File: src/rtl/xcfd_pkg.sv
// ============================================================================
// xcfd_pkg
// Shared types and constants for the XOR-checked frame deframer.
// ============================================================================
`default_nettype none

package xcfd_pkg;

    // Deframer phase
    typedef enum logic [1:0] {
        PH_IDLE    = 2'd0,
        PH_HEADER  = 2'd1,
        PH_PAYLOAD = 2'd2
    } t_phase;

    // Result kinds
    localparam logic [1:0] KIND_HDR_OK  = 2'd0;
    localparam logic [1:0] KIND_PAYLOAD = 2'd1;
    localparam logic [1:0] KIND_HDR_BAD = 2'd2;

    // Result status codes
    localparam logic [1:0] ST_OK           = 2'd0;
    localparam logic [1:0] ST_BAD_PREAMBLE = 2'd1;
    localparam logic [1:0] ST_BAD_HDR_CHK  = 2'd2;
    localparam logic [1:0] ST_BAD_DATA_CHK = 2'd3;

    // Frame start marker '@'
    localparam logic [7:0] MARK_BYTE = 8'h40;

    // Header bytes 1..14 are kept; byte 15 is the header checksum
    localparam int         HDR_STORE_BYTES = 14;
    localparam logic [3:0] HDR_LAST_CNT    = 4'd14;
    localparam logic [3:0] PREAMBLE_LAST   = 4'd2;

    // Write request into the header byte store
    typedef struct packed {
        logic       en;
        logic [3:0] idx;
        logic [7:0] data;
    } t_hdr_wr;

    // Expected preamble bytes after the marker: "NTC"
    function automatic logic [7:0] preamble_byte(input logic [1:0] idx);
        logic [7:0] v;
        case (idx)
            2'd0:    v = 8'h4E;
            2'd1:    v = 8'h54;
            2'd2:    v = 8'h43;
            default: v = 8'h00;
        endcase
        return v;
    endfunction

endpackage

`default_nettype wire

File: src/rtl/xcfd_hdr_store.sv
// ============================================================================
// xcfd_hdr_store
// Holds header bytes 1..14 and presents the decoded ids, length and data
// checksum as little-endian fields.
// ============================================================================
`default_nettype none

module xcfd_hdr_store
    import xcfd_pkg::*;
(
    input  wire logic        i_clk,
    input  wire t_hdr_wr     i_wr,
    output logic [31:0]      o_receiver,
    output logic [31:0]      o_sender,
    output logic [15:0]      o_length,
    output logic [7:0]       o_data_chk
);

    logic [7:0] r_bytes [HDR_STORE_BYTES];

    // Write one header byte at the collected position
    always_ff @(posedge i_clk) begin
        if (i_wr.en && (i_wr.idx < HDR_LAST_CNT)) begin
            r_bytes[i_wr.idx] <= i_wr.data;
        end
    end

    // Decode fixed fields
    assign o_receiver = {r_bytes[6], r_bytes[5], r_bytes[4], r_bytes[3]};
    assign o_sender   = {r_bytes[10], r_bytes[9], r_bytes[8], r_bytes[7]};
    assign o_length   = {r_bytes[12], r_bytes[11]};
    assign o_data_chk = r_bytes[13];

endmodule

`default_nettype wire

File: src/rtl/xor_checked_frame_deframer_unit.sv
// Output: a result is loaded into the output register when its item is
//   accepted and is presented in the next cycle.
// Throughput: one item per cycle; the input stays ready while the output
//   register is empty or being drained in the same cycle.
// Reset: synchronous active-low; returns to idle, clears ids, counters and
//   checksums. Header byte store is not cleared.
// ============================================================================
// xor_checked_frame_deframer_unit
// Byte-serial deframer: finds '@', collects a 16-byte header, checks the
// preamble and XOR checksum, then passes the payload through with a data
// checksum verdict on the last byte.
// ============================================================================
`default_nettype none

module xor_checked_frame_deframer_unit
    import xcfd_pkg::*;
(
    input  wire logic        i_clk,
    input  wire logic        i_rst_n,
    input  wire logic        i_valid,
    output logic             o_ready,
    input  wire logic [7:0]  i_rx_byte,
    output logic             o_valid,
    input  wire logic        i_ready,
    output logic [1:0]       o_kind,
    output logic [7:0]       o_data_byte,
    output logic             o_last_byte,
    output logic [1:0]       o_status,
    output logic [31:0]      o_sender_id,
    output logic [31:0]      o_receiver_id,
    output logic [15:0]      o_payload_length
);

    // State
    t_phase      r_phase, n_phase;
    logic [3:0]  r_hdr_cnt, n_hdr_cnt;
    logic        r_pre_good, n_pre_good;
    logic [7:0]  r_xor, n_xor;
    logic [15:0] r_bytes_left, n_bytes_left;
    logic [31:0] r_sender, n_sender;
    logic [31:0] r_receiver, n_receiver;

    // Output register
    logic        r_out_valid, n_out_valid;
    logic [1:0]  r_kind, n_kind;
    logic [7:0]  r_data_byte, n_data_byte;
    logic        r_last_byte, n_last_byte;
    logic [1:0]  r_status, n_status;
    logic [15:0] r_length, n_length;

    logic        accept;
    logic        emit;
    logic        hdr_good;
    t_hdr_wr     hdr_wr;
    logic [31:0] st_receiver;
    logic [31:0] st_sender;
    logic [15:0] st_length;
    logic [7:0]  st_data_chk;

    assign o_ready = !r_out_valid || i_ready;
    assign accept  = i_valid && o_ready;

    xcfd_hdr_store u_hdr_store (
        .i_clk      (i_clk),
        .i_wr       (hdr_wr),
        .o_receiver (st_receiver),
        .o_sender   (st_sender),
        .o_length   (st_length),
        .o_data_chk (st_data_chk)
    );

    // Header verdict on the checksum byte
    assign hdr_good = r_pre_good && (r_xor == i_rx_byte);

    // Next phase
    always_comb begin
        n_phase = r_phase;
        if (accept) begin
            case (r_phase)
                PH_HEADER: begin
                    if (r_hdr_cnt == HDR_LAST_CNT) begin
                        n_phase = (hdr_good && (st_length != 16'd0)) ? PH_PAYLOAD : PH_IDLE;
                    end
                end
                PH_PAYLOAD: begin
                    if (r_bytes_left == 16'd1) begin
                        n_phase = PH_IDLE;
                    end
                end
                default: begin
                    n_phase = (i_rx_byte == MARK_BYTE) ? PH_HEADER : PH_IDLE;
                end
            endcase
        end
    end

    // Datapath updates and result
    always_comb begin
        n_hdr_cnt    = r_hdr_cnt;
        n_pre_good   = r_pre_good;
        n_xor        = r_xor;
        n_bytes_left = r_bytes_left;
        n_sender     = r_sender;
        n_receiver   = r_receiver;
        hdr_wr       = '{en: 1'b0, idx: r_hdr_cnt, data: i_rx_byte};
        emit         = 1'b0;
        n_kind       = KIND_HDR_OK;
        n_data_byte  = 8'h00;
        n_last_byte  = 1'b0;
        n_status     = ST_OK;
        n_length     = 16'd0;
        if (accept) begin
            case (r_phase)
                PH_HEADER: begin
                    if (r_hdr_cnt != HDR_LAST_CNT) begin
                        // Collect header byte
                        if ((r_hdr_cnt <= PREAMBLE_LAST)
                                && (i_rx_byte != preamble_byte(r_hdr_cnt[1:0]))) begin
                            n_pre_good = 1'b0;
                        end
                        hdr_wr.en = 1'b1;
                        n_xor     = r_xor ^ i_rx_byte;
                        n_hdr_cnt = r_hdr_cnt + 4'd1;
                    end else begin
                        // Judge header
                        n_hdr_cnt = 4'd0;
                        emit      = 1'b1;
                        if (!r_pre_good) begin
                            n_kind   = KIND_HDR_BAD;
                            n_status = ST_BAD_PREAMBLE;
                        end else if (r_xor != i_rx_byte) begin
                            n_kind   = KIND_HDR_BAD;
                            n_status = ST_BAD_HDR_CHK;
                        end else begin
                            n_receiver   = st_receiver;
                            n_sender     = st_sender;
                            n_bytes_left = st_length;
                            n_xor        = 8'h00;
                            n_length     = st_length;
                        end
                    end
                end
                PH_PAYLOAD: begin
                    // Pass payload byte, check data on the last one
                    emit         = 1'b1;
                    n_xor        = r_xor ^ i_rx_byte;
                    n_bytes_left = r_bytes_left - 16'd1;
                    n_kind       = KIND_PAYLOAD;
                    n_data_byte  = i_rx_byte;
                    n_length     = st_length;
                    if (r_bytes_left == 16'd1) begin
                        n_last_byte = 1'b1;
                        n_status    = ((r_xor ^ i_rx_byte) == st_data_chk)
                                      ? ST_OK : ST_BAD_DATA_CHK;
                    end
                end
                default: begin
                    // Hunt for the marker
                    if (i_rx_byte == MARK_BYTE) begin
                        n_hdr_cnt  = 4'd0;
                        n_pre_good = 1'b1;
                        n_xor      = i_rx_byte;
                    end
                end
            endcase
        end
    end

    // Output valid: load on a new result, drop when taken
    always_comb begin
        n_out_valid = r_out_valid;
        if (emit) begin
            n_out_valid = 1'b1;
        end else if (i_ready) begin
            n_out_valid = 1'b0;
        end
    end

    // Control registers
    always_ff @(posedge i_clk) begin
        if (!i_rst_n) begin
            r_phase      <= PH_IDLE;
            r_hdr_cnt    <= 4'd0;
            r_pre_good   <= 1'b1;
            r_xor        <= 8'h00;
            r_bytes_left <= 16'd0;
            r_sender     <= 32'd0;
            r_receiver   <= 32'd0;
            r_out_valid  <= 1'b0;
        end else begin
            r_phase      <= n_phase;
            r_hdr_cnt    <= n_hdr_cnt;
            r_pre_good   <= n_pre_good;
            r_xor        <= n_xor;
            r_bytes_left <= n_bytes_left;
            r_sender     <= n_sender;
            r_receiver   <= n_receiver;
            r_out_valid  <= n_out_valid;
        end
    end

    // Result payload register
    always_ff @(posedge i_clk) begin
        if (emit) begin
            r_kind      <= n_kind;
            r_data_byte <= n_data_byte;
            r_last_byte <= n_last_byte;
            r_status    <= n_status;
            r_length    <= n_length;
        end
    end

    assign o_valid          = r_out_valid;
    assign o_kind           = r_kind;
    assign o_data_byte      = r_data_byte;
    assign o_last_byte      = r_last_byte;
    assign o_status         = r_status;
    assign o_sender_id      = r_sender;
    assign o_receiver_id    = r_receiver;
    assign o_payload_length = r_length;

endmodule

`default_nettype wire

File: config.mk
export PLATFORM = sky130hd
export DESIGN_NAME = xor_checked_frame_deframer_unit
export DESIGN_NICKNAME = d
export VERILOG_FILES = /design/src/rtl/xcfd_pkg.sv /design/src/rtl/xcfd_hdr_store.sv /design/src/rtl/xor_checked_frame_deframer_unit.sv
export SDC_FILE = /design/constraint.sdc
export NUM_CORES = 1
export LEC_CHECK = 0
export BUFFER_PORTS_ARGS = -buffer_cell sky130_fd_sc_hd__buf_4
export CAP_MARGIN = 20
export CELL_PAD_IN_SITES_DETAIL_PLACEMENT = 1
export CELL_PAD_IN_SITES_GLOBAL_PLACEMENT = 2
export CORE_MARGIN = 4
export CORE_UTILIZATION = 40
export CTS_BUF_LIST = sky130_fd_sc_hd__clkbuf_16
export CTS_CLUSTER_DIAMETER = 50
export DETAILED_ROUTE_END_ITERATION = 6
export PLACE_DENSITY_LB_ADDON = 0.1
export SLEW_MARGIN = 20
export SYNTH_ARGS = -nofsm -noshare
export SYNTH_HDL_FRONTEND = slang
export SYNTH_SLANG_ARGS = --single-unit
File: constraint.sdc
create_clock -name i_clk -period 3.7 [get_ports i_clk]
set_clock_uncertainty 0.05 [all_clocks]
set_input_delay 0.555 -clock i_clk [delete_from_list [all_inputs] [get_ports i_clk]]
set_output_delay 0.555 -clock i_clk [all_outputs]
set_load 0.05 [all_outputs]
==> metrics.md <==
| Metric | Value |
|---|---|
| Compound-Gate Fraction of Synth Area | 0.143 |
| Critical Path Sink Type | register |
| Hold Crit Class | primary input to register |
| Vias/cell | 5.41 |
| Worst-margin pin slew | 923 ps |
| CTS tree | built |
| Htree depth | 1 |
| Cells after Synth | 780 |
| Pwr/cell area | 492 nW/µm² |
| Routed Antenna Nets | 0 |
| Largest net degree at the start of global routing | 119 |
| Ys async rst share | 0 |
| Num ports | 107 |
| Critical Path Max Stage Delay | 520 ps |
| Min Tclk post-route | 2720 ps |
| EDFF count, synth | 117 |
| Number of distinct library cells after synthesis | 57 |
| Routed WL | 23.9 mm |
| Crit path DAT | 3080 ps |
| Initial antenna violation count | 0 |
| Clk buf depth | 3 |
| Run status | finished, final reports clean |
| Root buf cell | clkbuf_16 |
| Post-synthesis xor/xnor area fraction | 0.0174 |
| Via count of the routed design | 6330 |
| Leakage | 3.83 nW |
| Critical R2R Launch | r_hdr_cnt[2]$_SDFFE_PN0P_ |
| Post-synth top area share | 0.412 |
| Sequential area share after synthesis | 0.637 |
| CTS buffer count | 26 |
| Min-delay src | i_rx_byte[7] |
| Synth Area in Adders | 0.00586 |
| Synth area leaders | edfxtp_1 (41%), dfxtp_1 (23%), nand2_1 (7.3%), a21boi_1 (6.2%), clkbuf_1 (1.8%) |
| CP Max Fanout | 15 |
| IO buf count | 106 |
| Hpwl dp | 15.4 mm |
| Setup violators final | 0 |
| Final Cell Area | 10500 µm² |
| TritonRoute pass-1 iters | 4 |
| Min setup slack post-route | 977 ps |
| RePlAce Congestion | 0.837 |
| #FFs+latches synth | 213 |
| Overflow after GRT | 0 |
| Delay-heaviest family, CP | simple AND/OR/NAND/NOR gates |
| Fin. Hold Viols | 0 |
| Placement Cell Area | 9600 µm² |
| Final #Nets | 891 |
| Post-route DRC | 0 |
| Critical path buffer and inverter count | 0 |
| Die X | 154 µm |
| # diodes | 0 |
| Largest family of logic cells by synthesized area | simple AND/OR/NAND/NOR gates |
| TNS Setup | 0 ps |
| DRT iter0 DRCs | 419 |
| Unrepaired setup endpoints after global routing | no |
| Yosys warnings | 0 |
| Setup Fix Bufs, Post-CTS | 0 |
| Number of buffers inserted by hold repair at cts | 0 |
| Clk sinks | 213 |
| Post-synthesis simple-gate area fraction | 0.168 |
| Synth Net Count | 796 |
| Cts repair resizes | 0 |
| Mux share of post-synthesis cell area | 0.00132 |
| Post-Place Worst Slack | 878 ps |
| Slew Viols, Final | 0 |
| Layout cells sized above 1 | 0.190 |
| FP Rows | 53 |
| First-pass GRT wire length | 38.2 mm |
| Peak Freq | 367 MHz |
| Area leader, netlist | edfxtp_1 |
| Total GRT Usage | 0.199 |
| Dominant synthesized flop cell | edfxtp_1 |
| Crit path launch type | register |
| Synthesized area | 8540 µm² |
| Reg clk slew, reported paths | 60 ps |
| Synth-to-Final Area Change | 23.0% |
| Critical path data required time | 4060 ps |
| Critical path cell sequence | nand3_1, nor3_1, nand4_1, and2_0, o311a_1 |
| Vias in the first global route | 6779 |
| Worst vdd ir | 0.374 mV |
| Most frequent cells in the layout | nand2_1 (166), buf_4 (118), edfxtp_1 (117) |
| Commonest non-fill, non-tap cell in the layout | nand2_1 |
| # fillers | 2241 |
| Worst path slowest cell | dfxtp_1 |
| Die Span Y | 154 µm |
| Slew HR | 0.385 |
| CP Class | register to register |
| Detailed-route wire length per cell | 20.4 µm |
| Avg Cell Area, Syn | 10.9 µm² |
| Worst skew pair latency | 520 ps |
| Final cycle utilization of the critical path | 0.736 |
| Initial Util | 0.406 |
| Max-cap violation count | 0 |
| Core Area | 21000 µm² |
| Critical path launch point | r_hdr_cnt[2]$_SDFFE_PN0P_ |
| Die area | 23700 µm² |
==> where the power goes <==
part | switching [mW] | internal [mW] | leakage, nW
sequential | 0.000202 | 2.49 | 1.90
combinational | 0.0710 | 0.0313 | 1.49
clock | 1.00 | 1.57 | 0.437
==> flip-flops by register name, summed over array words and instances, names as in the netlist <==
name                 count
o_status                 2
o_receiver_id           32
o_valid                  1
o_last_byte              1
r_hdr_cnt                4
u_hdr_store.r_bytes     88
r_pre_good               1
r_phase                  2
o_data_byte              8
o_sender_id             32
o_payload_length        16
o_kind                   2
r_bytes_left            16
r_xor                    8
==> metrics by stage <==
| stage | total power, mW | utilization | hold slack (ps) | instances |
|---|---|---|---|---|
| 5_1_grt | 5.34 | 0.500 | 356 | 1170 |
| 3_5_place_dp | 2.64 | 0.456 | 399 | 1122 |
| 2_1_floorplan | 2.59 | - | 391 | 780 |
| 3_3_place_gp | 2.64 | 0.456 | 396 | 1122 |
| 6_report | 5.16 | 0.500 | 375 | 1170 |
| 4_1_cts | 5.21 | 0.499 | 348 | 1170 |
==> cells in the mapped netlist, types with 3 or more instances <==
master,instances
a21boi_1,70
a21oi_1,26
and2_1,18
and3_1,11
and4_1,3
buf_1,7
buf_2,3
clkbuf_1,42
dfxtp_1,96
edfxtp_1,117
ha_1,4
inv_1,10
nand2_1,166
nand2b_1,5
nand3_1,9
nand4_1,6
nand4b_1,3
nor2_1,33
nor2b_1,8
nor3_1,18
nor4_1,8
o211ai_1,8
o21a_1,3
o21ai_0,14
o21ai_1,9
o22ai_1,15
o311ai_1,8
or3_1,5
or4_1,3
xnor2_1,17
==> layer usage <==
metal | vias to the layer above | global-route usage | wire length, µm | share of wire
met5 | - | 0 | 0 | 0
met4 | 0 | 0.0513 | 546 | 0.023
met3 | 42 | 0.0315 | 966 | 0.040
met2 | 147 | 0.337 | 11600 | 0.49
met1 | 3172 | 0.269 | 10800 | 0.45
li1 | 2969 | - | - | -
==> cell families after synthesis <==
kind of cell               Yosys count
AOI/OAI and AO/OA                  176
xor gates and xnor gates            17
adders and majority gates            4
buffers and inverters               63
DFF                                213
muxes                                1
and+or+nand+nor                    306
==> worst paths after layout <==
kind	end	cells past startpoint	slack [ps]
max	r_bytes_left[1]$_SDFFE_PN0P_	5	980
min	u_hdr_store.r_bytes[13][7]$_DFFE_PP_	1	370
max reg2reg	r_bytes_left[1]$_SDFFE_PN0P_	5	980
min reg2reg	o_receiver_id[10]$_SDFFE_PN0P_	2	400
==> worst reg2reg max path: stages, from the launching register on <==
cell	delay, ps
dfxtp_1	520
nand3_1	350
nor3_1	490
nand4_1	220
and2_0	510
o311a_1	490
==> final cells by class <==
class                           count  area, µm²  area share
Clock inverter                     22        234      0.0223
Timing Repair Buffer              119        897      0.0854
Inverter                           11       41.3     0.00393
Clock buffer                       26        651      0.0620
Multi-Input combinational cell    504       2900       0.276
Sequential cell                   213       5440       0.518
Tap cell                          275        344      0.0328
Note: power is estimated with default switching activity, not from simulation.
